File: src/hw/rtl/legendre_symbol_binary_gcd_defines.svh
// Assertion helpers for the RTL that carries checks (only lsbg_ctrl includes them).
// Both sample on clock and are off while reset is high.
`ifndef LEGENDRE_SYMBOL_BINARY_GCD_DEFINES_SVH
`define LEGENDRE_SYMBOL_BINARY_GCD_DEFINES_SVH

// Same-cycle implication.
`define LSBG_ASSERT_IMP(name, ante, cons) \
   name: assert property (@(posedge clock) disable iff (reset) (ante) |-> (cons)) \
      else $error("same-cycle check failed");

// Next-cycle implication.
`define LSBG_ASSERT_NEXT(name, ante, cons) \
   name: assert property (@(posedge clock) disable iff (reset) (ante) |=> (cons)) \
      else $error("next-cycle check failed");

`endif

File: src/hw/rtl/lsbg_pkg.sv
`default_nettype none
package lsbg_pkg;

   localparam logic [255:0] MODULUS =
      256'h62d7f37f9815e5fc_a7ecc14ec3fa83c7_ffffffffffffffff_ffffffffffffffff;
   localparam logic [63:0] BIAS    = 64'h7FFFFFFF7FFFFFFF;
   localparam logic [32:0] LOW31   = 33'h07FFFFFFF;
   localparam logic [63:0] FB_INIT = 64'h0000000100000000;

   // last index of each counted phase
   localparam logic [5:0] STEP_LAST   = 6'd28;
   localparam logic [5:0] PMAC_LAST   = 6'd7;
   localparam logic [5:0] PSTEP_LAST  = 6'd1;
   localparam logic [5:0] CMAC_LAST   = 6'd15;
   localparam logic [5:0] FINAL_LAST  = 6'd34;
   localparam logic [3:0] ROUND_LAST  = 4'd14;

   typedef enum logic [3:0] {
      ST_IDLE,
      ST_WIN_A,
      ST_WIN_B,
      ST_STEP,
      ST_PMAC,
      ST_PSTEP,
      ST_CMAC,
      ST_CSTORE,
      ST_FLOAD,
      ST_FSTEP,
      ST_DONE
   } lsbg_state_type;

   typedef struct packed {
      logic       load;
      logic       win_a;
      logic       win_b;
      logic       step;
      logic       step_p;
      logic       mac;
      logic       mac_clear;
      logic       mac_v;
      logic [2:0] mac_k;
      logic       mac_sel;
      logic       store_pa;
      logic       store_pb;
      logic       store_nu;
      logic       store_nv;
      logic       final_load;
   } lsbg_cmd_type;

   typedef struct packed {
      logic is_square;
   } lsbg_status_type;

endpackage
`default_nettype wire

File: src/hw/rtl/lsbg_ctrl.sv
`default_nettype none
`include "legendre_symbol_binary_gcd_defines.svh"
module lsbg_ctrl (
   input  wire logic                   clock,
   input  wire logic                   reset,
   input  wire logic                   start,
   output logic                        busy,
   output logic                        rsp_valid,
   output lsbg_pkg::lsbg_cmd_type      cmd
);
   import lsbg_pkg::*;

   lsbg_state_type state_ff, state_in;
   logic [5:0]     cnt_ff, cnt_in;
   logic [3:0]     round_ff, round_in;
   logic           which_ff, which_in;

   // next state and counters
   always_comb begin
      state_in = state_ff;
      cnt_in   = cnt_ff + 6'd1;
      round_in = round_ff;
      which_in = which_ff;
      case (state_ff)
         ST_IDLE: begin
            cnt_in = 6'd0;
            if (start) begin
               state_in = ST_WIN_A;
               round_in = 4'd0;
            end
         end
         ST_WIN_A: begin
            state_in = ST_WIN_B;
         end
         ST_WIN_B: begin
            state_in = ST_STEP;
            cnt_in   = 6'd0;
         end
         ST_STEP: begin
            if (cnt_ff == STEP_LAST) begin
               state_in = ST_PMAC;
               cnt_in   = 6'd0;
            end
         end
         ST_PMAC: begin
            if (cnt_ff == PMAC_LAST) begin
               state_in = ST_PSTEP;
               cnt_in   = 6'd0;
            end
         end
         ST_PSTEP: begin
            if (cnt_ff == PSTEP_LAST) begin
               state_in = ST_CMAC;
               cnt_in   = 6'd0;
               which_in = 1'b0;
            end
         end
         ST_CMAC: begin
            if (cnt_ff == CMAC_LAST) begin
               state_in = ST_CSTORE;
            end
         end
         ST_CSTORE: begin
            cnt_in = 6'd0;
            if (!which_ff) begin
               state_in = ST_CMAC;
               which_in = 1'b1;
            end else if (round_ff == ROUND_LAST) begin
               state_in = ST_FLOAD;
            end else begin
               state_in = ST_WIN_A;
               round_in = round_ff + 4'd1;
            end
         end
         ST_FLOAD: begin
            state_in = ST_FSTEP;
            cnt_in   = 6'd0;
         end
         ST_FSTEP: begin
            if (cnt_ff == FINAL_LAST) begin
               state_in = ST_DONE;
            end
         end
         ST_DONE: begin
            state_in = ST_IDLE;
         end
         default: begin
            state_in = ST_IDLE;
         end
      endcase
   end

   // command decode
   always_comb begin
      cmd       = '0;
      busy      = 1'b1;
      rsp_valid = 1'b0;
      case (state_ff)
         ST_IDLE: begin
            busy     = 1'b0;
            cmd.load = start;
         end
         ST_WIN_A: begin
            cmd.win_a = 1'b1;
         end
         ST_WIN_B: begin
            cmd.win_b = 1'b1;
         end
         ST_STEP: begin
            cmd.step = 1'b1;
         end
         ST_PMAC: begin
            cmd.mac       = 1'b1;
            cmd.mac_clear = (cnt_ff[1:0] == 2'd0);
            cmd.mac_v     = cnt_ff[0];
            cmd.mac_k     = {2'b00, cnt_ff[1]};
            cmd.mac_sel   = cnt_ff[2];
            cmd.store_pa  = (cnt_ff[2:0] == 3'd3);
            cmd.store_pb  = (cnt_ff[2:0] == 3'd7);
         end
         ST_PSTEP: begin
            cmd.step   = 1'b1;
            cmd.step_p = 1'b1;
         end
         ST_CMAC: begin
            cmd.mac       = 1'b1;
            cmd.mac_clear = (cnt_ff == 6'd0);
            cmd.mac_v     = cnt_ff[0];
            cmd.mac_k     = cnt_ff[3:1];
            cmd.mac_sel   = which_ff;
         end
         ST_CSTORE: begin
            cmd.store_nu = ~which_ff;
            cmd.store_nv = which_ff;
         end
         ST_FLOAD: begin
            cmd.final_load = 1'b1;
         end
         ST_FSTEP: begin
            cmd.step = 1'b1;
         end
         ST_DONE: begin
            rsp_valid = 1'b1;
         end
         default: begin
            busy = 1'b1;
         end
      endcase
   end

   always_ff @(posedge clock) begin
      if (reset) begin
         state_ff <= ST_IDLE;
         cnt_ff   <= 6'd0;
         round_ff <= 4'd0;
         which_ff <= 1'b0;
      end else begin
         state_ff <= state_in;
         cnt_ff   <= cnt_in;
         round_ff <= round_in;
         which_ff <= which_in;
      end
   end

   `LSBG_ASSERT_NEXT(a_accept_busy, start && !busy, busy)
   `LSBG_ASSERT_NEXT(a_rsp_single, rsp_valid, !rsp_valid && !busy)
   `LSBG_ASSERT_IMP(a_step_bound, state_ff == ST_STEP, cnt_ff <= STEP_LAST)
   `LSBG_ASSERT_IMP(a_round_bound, busy, round_ff <= ROUND_LAST)

endmodule
`default_nettype wire

File: config.mk
export PLATFORM = sky130hd
export DESIGN_NAME = lsbg_ctrl
export DESIGN_NICKNAME = d
export VERILOG_FILES = /design/src/hw/rtl/lsbg_pkg.sv /design/src/hw/rtl/lsbg_ctrl.sv
export VERILOG_INCLUDE_DIRS = /design/src /design/src/hw/rtl
export SDC_FILE = /design/constraint.sdc
export NUM_CORES = 1
export LEC_CHECK = 0
export ABC_CLOCK_PERIOD_IN_PS = 1900
export BUFFER_PORTS_ARGS = -buffer_cell sky130_fd_sc_hd__buf_4
export CAP_MARGIN = 20
export CORE_MARGIN = 4
export CORE_UTILIZATION = 40
export DETAILED_ROUTE_END_ITERATION = 10
export SLEW_MARGIN = 10
export SYNTH_ARGS = -nofsm -noshare
export SYNTH_HDL_FRONTEND = slang
export SYNTH_SLANG_ARGS = --single-unit
File: constraint.sdc
create_clock -name clock -period 1.9 [get_ports clock]
set_clock_uncertainty 0.15 [all_clocks]
set_input_delay 0.095 -clock clock [delete_from_list [all_inputs] [get_ports clock]]
set_output_delay 0.095 -clock clock [all_outputs]
set_load 0.1 [all_outputs]
==> results of run 1 <==
## sequential cells by signal, summed over array words and instances, names as in the netlist
signal    flops
round_ff      4
which_ff      1
state_ff      4
cnt_ff        6
## where the power goes
part / switching (mW) / internal (mW) / total [mW]
clock: 0.108 / 0.0783 / 0.187
sequential: 0.103 / 0.377 / 0.480
combinational: 0.875 / 0.478 / 1.35
total: 1.09 / 0.933 / 2.02
## cell usage in the layout (no fill, tap or decap), types with 4 or more instances in the layout
master | synthesis | layout
buf_4 | 0 | 29
nor2_1 | 18 | 11
nand2_1 | 12 | 10
buf_6 | 0 | 10
inv_1 | 8 | 8
nand3_1 | 7 | 7
a21oi_1 | 8 | 7
ha_1 | 8 | 7
nand2b_1 | 6 | 6
dfxtp_1 | 15 | 6
xnor2_1 | 5 | 5
dfxtp_4 | 0 | 5
and2_1 | 7 | 4
nor2_2 | 0 | 4
dfxtp_2 | 0 | 4
## kinds of logic (layout without fill, tap and decap cells)
group | after synthesis | after routing | synth area share
buf+inv | 16 | 53 | 0.0594
flops | 15 | 15 | 0.269
simple gates | 70 | 70 | 0.350
compound gates | 25 | 25 | 0.177
fa+ha+maj | 8 | 8 | 0.0897
xor+xnor | 7 | 7 | 0.0549
## worst min path at each step
| stage | cells past startpoint | slack [ns] | endpoint | startpoint |
|---|---|---|---|---|
| detailed placement | 2 | 0.19 | which_ff | reset |
| global route | 3 | 0.04 | state_ff[1] | start |
| CTS | 3 | 0.03 | state_ff[1] | start |
| global placement | 2 | 0.18 | round_ff[1] | reset |
| floorplan | 2 | 0.22 | state_ff[3] | reset |
| finish | 4 | 0.03 | round_ff[1] | start |
## per-stage QoR
stage,cells,hold WS [ns]
3_5_place_dp,200,0.188
4_1_cts,207,0.0292
3_3_place_gp,200,0.185
6_report,208,0.0296
5_1_grt,208,0.0388
2_1_floorplan,141,0.222
## critical path, cell delays in order (launching register included)
cell and delay [ns]:
dfxtp_4 0.38, ha_4 0.14, nand2_2 0.05, o31a_1 0.32, a211oi_4 0.31, a41o_4 0.34, nor2_1 0.05
## repair_timing
item	in CTS	in global routing
pin swaps	2	8
setup endpoints to repair	16	20
resized for setup	17	28
buffers inserted	2	1
endpoints found under the hold margin	5	0
hold buffers	1	0
## layer usage
| layer | GRT usage | part of all wire | vias up |
|---|---|---|---|
| li1 | - | - | 561 |
| met3 | 0.0255 | 0.043 | 4 |
| met5 | 0 | 0 | - |
| met2 | 0.289 | 0.48 | 29 |
| met4 | 0.0743 | 0.013 | 0 |
| met1 | 0.247 | 0.46 | 516 |
## area by class of cell
type,instances,area (um2),share of cell area
Timing Repair Buffer,41,360,0.215
Multi-Input combinational cell,110,900,0.536
Clock inverter,1,5.00,0.00298
Clock buffer,3,22.5,0.0134
Sequential cell,15,324,0.193
Tap cell,30,37.5,0.0224
Inverter,8,30.0,0.0179
==> impl_metrics.json, run 1 <==
{
  "ant_nets": 0,
  "cts_buffers": 3,
  "overflow": 0,
  "antenna_cells": 0,
  "clock_sinks": 15,
  "totalWireLength_um": 2950,
  "timing.rr.end": "cnt_ff[4]",
  "dp_hpwl_um": 2180,
  "rows": 18,
  "ys_top_cells_by_area": "dfxtp_1 27%, ha_1 9.0%, nor2_1 6.1%",
  "synth_fp_nets": 152,
  "netlist_area_mm2": 0.00112,
  "avgSynthCellArea_um2": 7.92,
  "hold_class": "input pin to register",
  "die_area_mm2": 0.00370,
  "cts_tree": "built",
  "drtPass1Iterations": 4,
  "synth_top_area_share": 0.269,
  "clockRootBuffer": "clkbuf_4",
  "post-route-cell-area_mm2": 0.00168,
  "clk_pin_slew_worst_paths_ns": 0.10,
  "nets": 190,
  "synth_edf_count": 0,
  "setup_ws_ns": 0.0537,
  "cp.required_ns": 1.93,
  "area_delta_synth_final_pct": 50.4,
  "synth_most_common_cell": "nor2_1",
  "synth_common_cells": "18 x nor2_1, 15 x dfxtp_1, 12 x nand2_1",
  "max_cap_violations": 0,
  "final_hold_viol_count": 0,
  "place_ws_ns": 0.00477,
  "ys_types": 43,
  "clock_latency_ns": 0.29,
  "outcome": "complete, no violations",
  "synth_ff_type": "dfxtp_1",
  "tns_ns": 0,
  "synth_top_cell_by_area": "dfxtp_1",
  "r2r_slack_ns": 0.05,
  "num_vias": 1110,
  "critical_path_class": "register to register",
  "grt_pass1_vias": 1092,
  "cellPowerDensity_mw_per_mm2": 1200,
  "crit_start": "cnt_ff[0]",
  "rr_worst_depth": 6,
  "fp.dieH_um": 60.8,
  "ios": 22,
  "ys_seq_elements": 15,
  "synth_cells": 141,
  "place.gp.congestion": 0.821,
  "track_usage": 0.182,
  "power_mw": 2.02,
  "dieWidth_um": 60.8,
  "portBuffers": 21,
  "maxSlewHeadroom": 0.769,
  "grt_max_degree": 13,
  "start_util": 0.435,
  "crit_path_end": "cnt_ff[4]",
  "p_leak_nw": 0.671,
  "post-route-period-util": 0.972,
  "synth_warnings": 0,
  "placed_cell_area_mm2": 0.00147,
  "crit_arrival_ns": 1.88,
  "drc": 0,
  "vias_per_cell": 5.34,
  "drv_slew": 0,
  "crit_path_end_kind": "register",
  "setup_viol": 0,
  "fmax_mhz": 542,
  "rsz0062_at_grt": "yes",
  "post-route-min-period_ns": 1.85,
  "worstMarginPinSlew_ns": 0.343,
  "drive_gt1_frac": 0.483,
  "routedWlPerCell_um": 14.2,
  "drt_iter0_markers": 62,
  "htree_levels": 1,
  "yosysSeqAreaShare": 0.269,
  "final_core_util": 0.654,
  "coreArea_mm2": 0.00257,
  "synth_async_sr_flop_share": 0,
  "irDropWorstVdd_v": 0.000994,
  "clk_path_buf_depth": 2,
  "fill_cells": 214,
  "antenna_found_initial": 0,
  "start_kind": "register",
  "r2r_start": "cnt_ff[0]",
  "cp_max_fo": 6,
  "grt_first_pass_wirelength_um": 5060
}
(Power assumes the default switching activity.)
==> run 2: changes to the inputs <==
--- a/config.mk
+++ b/config.mk
@@ -12,6 +12,7 @@
 export CORE_MARGIN = 4
 export CORE_UTILIZATION = 40
 export DETAILED_ROUTE_END_ITERATION = 10
+export SETUP_SLACK_MARGIN = 0.4
 export SLEW_MARGIN = 10
 export SYNTH_ARGS = -nofsm -noshare
 export SYNTH_HDL_FRONTEND = slang
==> run 2 against run 1 <==
Compared with the run above: the flow now finishes with violations (negative setup slack); clock-buffer cell count grew 1; fmax shrank 5.7%; first-iteration DRC count grew 89%; clock power is essentially flat; register-to-register slack lost 0.11 ns; critical path type unchanged; sequential share of layout area shrank 5.3 points; via count grew 25%; critical endpoint is now cnt_ff[0]; total power grew 37%; largest power group unchanged; worst setup slack lost 0.11 ns; final area grew 40%; global-route usage grew 5.3 points; combinational power grew 53%.
==> impl_metrics.json, run 2 (same netlist as run 1, synthesis figures left out) <==
{
  "outcome": "finished, violations left",
  "violations": "negative setup slack",
  "tns_ns": -0.230,
  "dp.cells": 202,
  "p_leak_nw": 0.902,
  "irDropWorstVdd_v": 0.00121,
  "hold_class": "input pin to register",
  "start_util": 0.435,
  "m1WireLength_um": 2000,
  "top_register": "cnt_ff",
  "ant_nets": 0,
  "drc": 0,
  "start_kind": "register",
  "post-route-period-util": 1.03,
  "routedWlPerCell_um": 21.1,
  "fp.dieH_um": 60.8,
  "cts_buffers": 3,
  "clk_path_buf_depth": 2,
  "htree_levels": 1,
  "vias_per_cell": 5.94,
  "post-route-min-period_ns": 1.96,
  "cellPowerDensity_mw_per_mm2": 1170,
  "clock_sinks": 15,
  "drtPass1Iterations": 4,
  "cp.required_ns": 1.93,
  "hold_ws_ns": 0.0888,
  "rows": 18,
  "multi_input_area_mm2": 0.00108,
  "worstMarginPinSlew_ns": 0.442,
  "ios": 22,
  "place_ws_ns": -0.0267,
  "grt_pass1_vias": 1326,
  "final_core_util": 0.916,
  "drt_iter0_markers": 117,
  "totalWireLength_um": 4930,
  "drv_slew": 0,
  "wl_met3_um": 344,
  "coreArea_mm2": 0.00257,
  "overflow": 0,
  "cts_tree": "built",
  "crit_path_end_kind": "register",
  "clockRootBuffer": "clkbuf_4",
  "setup_viol": 7,
  "rsz0062_at_grt": "yes",
  "post-route-cell-area_mm2": 0.00235,
  "dieWidth_um": 60.8,
  "placed_cell_area_mm2": 0.00151,
  "final_hold_viol_count": 0,
  "critical_path_class": "register to register",
  "cp_max_fo": 6,
  "drive_gt1_frac": 0.696,
  "portBuffers": 21,
  "instances_no_fill": 234,
  "power_mw": 2.76,
  "area_delta_synth_final_pct": 111,
  "layout_commonest_cell": "buf_4",
  "antenna_cells": 0,
  "maxSlewHeadroom": 0.702,
  "antenna_found_initial": 0,
  "grt_max_degree": 10,
  "setup_ws_ns": -0.0571,
  "final_cell_mix": "27 x buf_4, 21 x buf_12, 17 x buf_6",
  "seqCellArea_um2": 329,
  "dp_hpwl_um": 2320,
  "nets": 216,
  "clk_pin_slew_worst_paths_ns": 0.09,
  "reg_top3": "cnt_ff (6), round_ff (4), state_ff (4)",
  "place.gp.congestion": 0.821,
  "crit_arrival_ns": 1.99,
  "dr_wl_met2_um": 2390,
  "top_layer": "met4",
  "die_area_mm2": 0.00370,
  "clock_latency_ns": 0.29,
  "grt_first_pass_wirelength_um": 6400,
  "fmax_mhz": 511,
  "num_vias": 1390,
  "fill_cells": 85,
  "max_cap_violations": 0,
  "largest_register_ffs": 6,
  "track_usage": 0.235
}
## run 2: changes by cell type in the layout (fill, tap and decap cells not counted), moves of 4 or more
cell / change
buf_12: +20
and2_4: +7
buf_6: +7
nand2_1: -5
and2_1: -4
inv_1: -4
## run 2: worst paths after layout
kind / slack (ns) / from / endpoint / cells after the start
setup / recovery: -0.06 / cnt_ff[4] / cnt_ff[0] / 6
hold / removal: 0.09 / start / state_ff[1] / 3
setup reg to reg: -0.06 / cnt_ff[4] / cnt_ff[0] / 6
hold reg to reg: 0.32 / cnt_ff[0] / cnt_ff[0] / 1
## run 2: worst max-delay path, cell delays in order (launching register included)
cell      delay [ns]
dfxtp_4         0.37
or2_4           0.26
o31a_1          0.29
a211oi_4        0.28
buf_4           0.17
a41o_4          0.25
nor2_1          0.07
## run 2: area by class of cell
| type | count | area share |
|---|---|---|
| tap | 30 | 0.0160 |
| sequential | 15 | 0.140 |
| timing repair buffer | 67 | 0.357 |
| multi-input combinational | 110 | 0.461 |
| clock buffer | 4 | 0.0112 |
| inverter | 8 | 0.0144 |
## run 2: repair_timing
item / CTS / global route
hold buffers: 1 / 0
setup buffers: 18 / 9
hold endpoints to repair: 5 / 0
cloned: 0 / 0
setup endpoints to repair: 34 / 34
gates resized for setup: 116 / 32
pin swaps: 35 / 22
## run 2: power breakdown
part / internal [mW] / total (mW) / switching [mW]
logic: 0.911 / 2.07 / 1.16
registers: 0.379 / 0.501 / 0.122
clock network: 0.0817 / 0.187 / 0.106
total: 1.37 / 2.76 / 1.39
## run 2: routing by layer
layer  global-route usage  up-vias
li1                     -      616
met1                0.300      674
met2                0.391       78
met3               0.0234       22
met4                0.118        0
met5                    0        -
==> run 3: changes to the inputs <==
--- a/config.mk
+++ b/config.mk
@@ -10,10 +10,11 @@
 export BUFFER_PORTS_ARGS = -buffer_cell sky130_fd_sc_hd__buf_4
 export CAP_MARGIN = 20
 export CORE_MARGIN = 4
-export CORE_UTILIZATION = 40
+export CORE_UTILIZATION = 54
 export DETAILED_ROUTE_END_ITERATION = 10
+export PLACE_DENSITY = 0.78
 export SETUP_SLACK_MARGIN = 0.4
-export SLEW_MARGIN = 10
+export SLEW_MARGIN = 0
 export SYNTH_ARGS = -nofsm -noshare
 export SYNTH_HDL_FRONTEND = slang
 export SYNTH_SLANG_ARGS = --single-unit
==> run 3 against run 2 <==
Compared with the run above: the run now fails in 4_1_cts; synthesized cell count unchanged; synthesized area is the same.
==> impl_metrics.json, run 3 <==
{
  "outcome": "did not finish",
  "failing_step": "4_1_cts",
  "stop_error": "[ERROR DPL-0038] Utilization greater than 100%, impossible to legalize",
  "fp.dieH_um": 53.5,
  "synth_top_area_share": 0.269,
  "start_util": 0.569,
  "ys_top_cells_by_area": "dfxtp_1 27%, ha_1 9.0%, nor2_1 6.1%",
  "dieWidth_um": 53.5,
  "synth_top_cell_by_area": "dfxtp_1",
  "ys_seq_elements": 15,
  "postCtsHoldBufs": 1,
  "synth_edf_count": 0,
  "synth_fp_nets": 152,
  "portBuffers": 21,
  "avgSynthCellArea_um2": 7.92,
  "synth_async_sr_flop_share": 0,
  "cts_setup_buffers": 13,
  "place.gp.congestion": 0.831,
  "ios": 22,
  "cts_buffers": 3,
  "clock_sinks": 15,
  "clockRootBuffer": "clkbuf_4",
  "cts-resized-gates": 96,
  "ys_types": 43,
  "yosysSeqAreaShare": 0.269,
  "htree_levels": 1,
  "netlist_area_mm2": 0.00112,
  "synth_common_cells": "18 x nor2_1, 15 x dfxtp_1, 12 x nand2_1",
  "synth_warnings": 0,
  "synth_most_common_cell": "nor2_1",
  "clk_path_buf_depth": 2,
  "rows": 16,
  "synth_ff_type": "dfxtp_1",
  "dp_hpwl_um": 2130,
  "synth_cells": 141
}
## run 3: cell counts after synthesis
No cell type changed its count.
## run 3: cell families after synthesis
logic type | after synthesis | synth area share
flip-flops | 15 | 0.269
XOR/XNOR | 7 | 0.0549
AND/OR/NAND/NOR | 70 | 0.350
AO/OA/AOI/OAI | 25 | 0.177
buffers and inverters | 16 | 0.0594
adder cells (fa/ha/maj) | 8 | 0.0897
## run 3: per-stage QoR
stage               utilization  setup slack (ns)  cells  setup TNS (ns)  cell area, um2
floorplan                     -            -0.616    141           -4.72            1260
global placement          0.756           0.00342    196               0            1480
detailed placement        0.756           -0.0621    196          -0.172            1480
==> run 4: changes to the inputs <==
--- a/config.mk
+++ b/config.mk
@@ -9,11 +9,10 @@
 export ABC_CLOCK_PERIOD_IN_PS = 1900
 export BUFFER_PORTS_ARGS = -buffer_cell sky130_fd_sc_hd__buf_4
 export CAP_MARGIN = 20
-export CORE_MARGIN = 4
-export CORE_UTILIZATION = 54
+export CORE_AREA = 4 4 65 67
 export DETAILED_ROUTE_END_ITERATION = 10
-export PLACE_DENSITY = 0.78
-export SETUP_SLACK_MARGIN = 0.4
+export DIE_AREA = 0 0 69 71
+export PLACE_DENSITY_LB_ADDON = 0.15
 export SLEW_MARGIN = 0
 export SYNTH_ARGS = -nofsm -noshare
 export SYNTH_HDL_FRONTEND = slang
==> run 4 against run 3 <==
Compared with the run above: the flow now finishes without violations.
==> impl_metrics.json, run 4 (same netlist as run 1, synthesis figures left out) <==
{
  "largest_register_ffs": 6,
  "outcome": "complete, no violations",
  "final_cell_mix": "34 x buf_4, 16 x nor2_1, 12 x dfxtp_1",
  "antenna_found_initial": 0,
  "ios": 22,
  "drt_iter0_markers": 46,
  "clock_latency_ns": 0.25,
  "antenna_cells": 0,
  "max_cap_violations": 0,
  "clockRootBuffer": "clkbuf_8",
  "die_area_mm2": 0.00490,
  "fmax_mhz": 547,
  "cellPowerDensity_mw_per_mm2": 1210,
  "coreArea_mm2": 0.00363,
  "layout_commonest_cell": "buf_4",
  "drive_gt1_frac": 0.420,
  "cp.required_ns": 1.90,
  "worstMarginPinSlew_ns": 0.330,
  "setup_viol": 0,
  "crit_path_end_kind": "register",
  "routedWlPerCell_um": 13.0,
  "clock_sinks": 15,
  "track_usage": 0.128,
  "post-route-min-period_ns": 1.83,
  "drtPass1Iterations": 4,
  "instances_no_fill": 229,
  "grt_max_degree": 15,
  "p_leak_nw": 0.684,
  "final_hold_viol_count": 0,
  "rows": 22,
  "area_delta_synth_final_pct": 48.4,
  "hold_ws_ns": 0.0446,
  "cp_max_fo": 5,
  "grt_pass1_vias": 1080,
  "setup_ws_ns": 0.0732,
  "tns_ns": 0,
  "drv_slew": 0,
  "clk_pin_slew_worst_paths_ns": 0.07,
  "cts_tree": "built",
  "reg_top3": "cnt_ff (6), round_ff (4), state_ff (4)",
  "fp.dieH_um": 71,
  "post-route-period-util": 0.961,
  "clk_path_buf_depth": 2,
  "nets": 193,
  "crit_chain": "inv_1, ha_1, and4b_2, o311a_1, and4_1, o21ba_1",
  "place_ws_ns": -0.00641,
  "htree_levels": 1,
  "grt_first_pass_wirelength_um": 5190,
  "overflow": 0,
  "max_stage_delay_ns": 0.36,
  "hold_class": "input pin to register",
  "crit_arrival_ns": 1.83,
  "ant_nets": 0,
  "maxSlewHeadroom": 0.778,
  "place.gp.congestion": 0.825,
  "start_util": 0.307,
  "slowest_stage": "dfxtp_2",
  "top_register": "cnt_ff",
  "start_kind": "register",
  "irDropWorstVdd_v": 0.000480,
  "drc": 0,
  "portBuffers": 21,
  "dp.cells": 223,
  "totalWireLength_um": 2970,
  "rsz0062_at_grt": "yes",
  "vias_per_cell": 4.85,
  "dieWidth_um": 69,
  "post-route-cell-area_mm2": 0.00166,
  "num_vias": 1110,
  "dp_hpwl_um": 2360,
  "cts_buffers": 3,
  "placed_cell_area_mm2": 0.00153,
  "critical_path_class": "register to register"
}
==> run 4: critical path, delay by kind of cell, from the launching register on <==
family	cells	cell delay [ns]
adder cells (fa/ha/maj)	1	0.19
buffers and inverters	1	0.08
AND/OR/NAND/NOR	2	0.42
AO/OA/AOI/OAI	2	0.51
flip-flops	1	0.36
==> run 4: path summary, 6_finish.rpt <==
path | cells after the start | start | to | slack, ns
worst max-delay path | 6 | cnt_ff[0] | state_ff[0] | 0.07
worst min-delay path | 4 | start | round_ff[1] | 0.04
worst max register to register | 6 | cnt_ff[0] | state_ff[0] | 0.07
worst min register to register | 1 | cnt_ff[0] | cnt_ff[0] | 0.30
==> run 4: repair_timing <==
item | CTS | global route
hold buffers | 1 | 0
endpoints found under the hold margin | 4 | 0
gates resized for setup | 10 | 10
setup buffers | 0 | 1
setup endpoints to repair | 8 | 11
pin swaps | 0 | 1
==> run 4: power by group <==
part	switching [mW]	leakage (nW)	internal [mW]
clock	0.119	0.0255	0.145
combinational	0.861	0.535	0.446
sequential	0.0713	0.123	0.365
total	1.05	0.684	0.957
==> run 4: final cells by class <==
type                    count  area (um2)
fillers                   368        1980
multi-input cells         110         838
repair buffers             44         378
flip-flops and latches     15         304
well taps                  48        60.1
clock buffers               3        41.3
inverters                   8        30.0
clock inverters             1        5.00
==> run 4: routing by layer <==
metal / up-vias / part of all wire / GRT usage
met1: 515 / 0.47 / 0.171
met2: 21 / 0.46 / 0.207
met4: 0 / 0.022 / 0.0542
met5: - / 0 / 0
li1: 567 / - / -
met3: 7 / 0.044 / 0.0185
==> run 4: metrics by stage <==
step | utilization | power, mW
2_1_floorplan | - | 1.45
3_3_place_gp | 0.421 | 1.67
3_5_place_dp | 0.421 | 1.69
4_1_cts | 0.446 | 1.99
5_1_grt | 0.456 | 2.14
6_report | 0.456 | 2.01
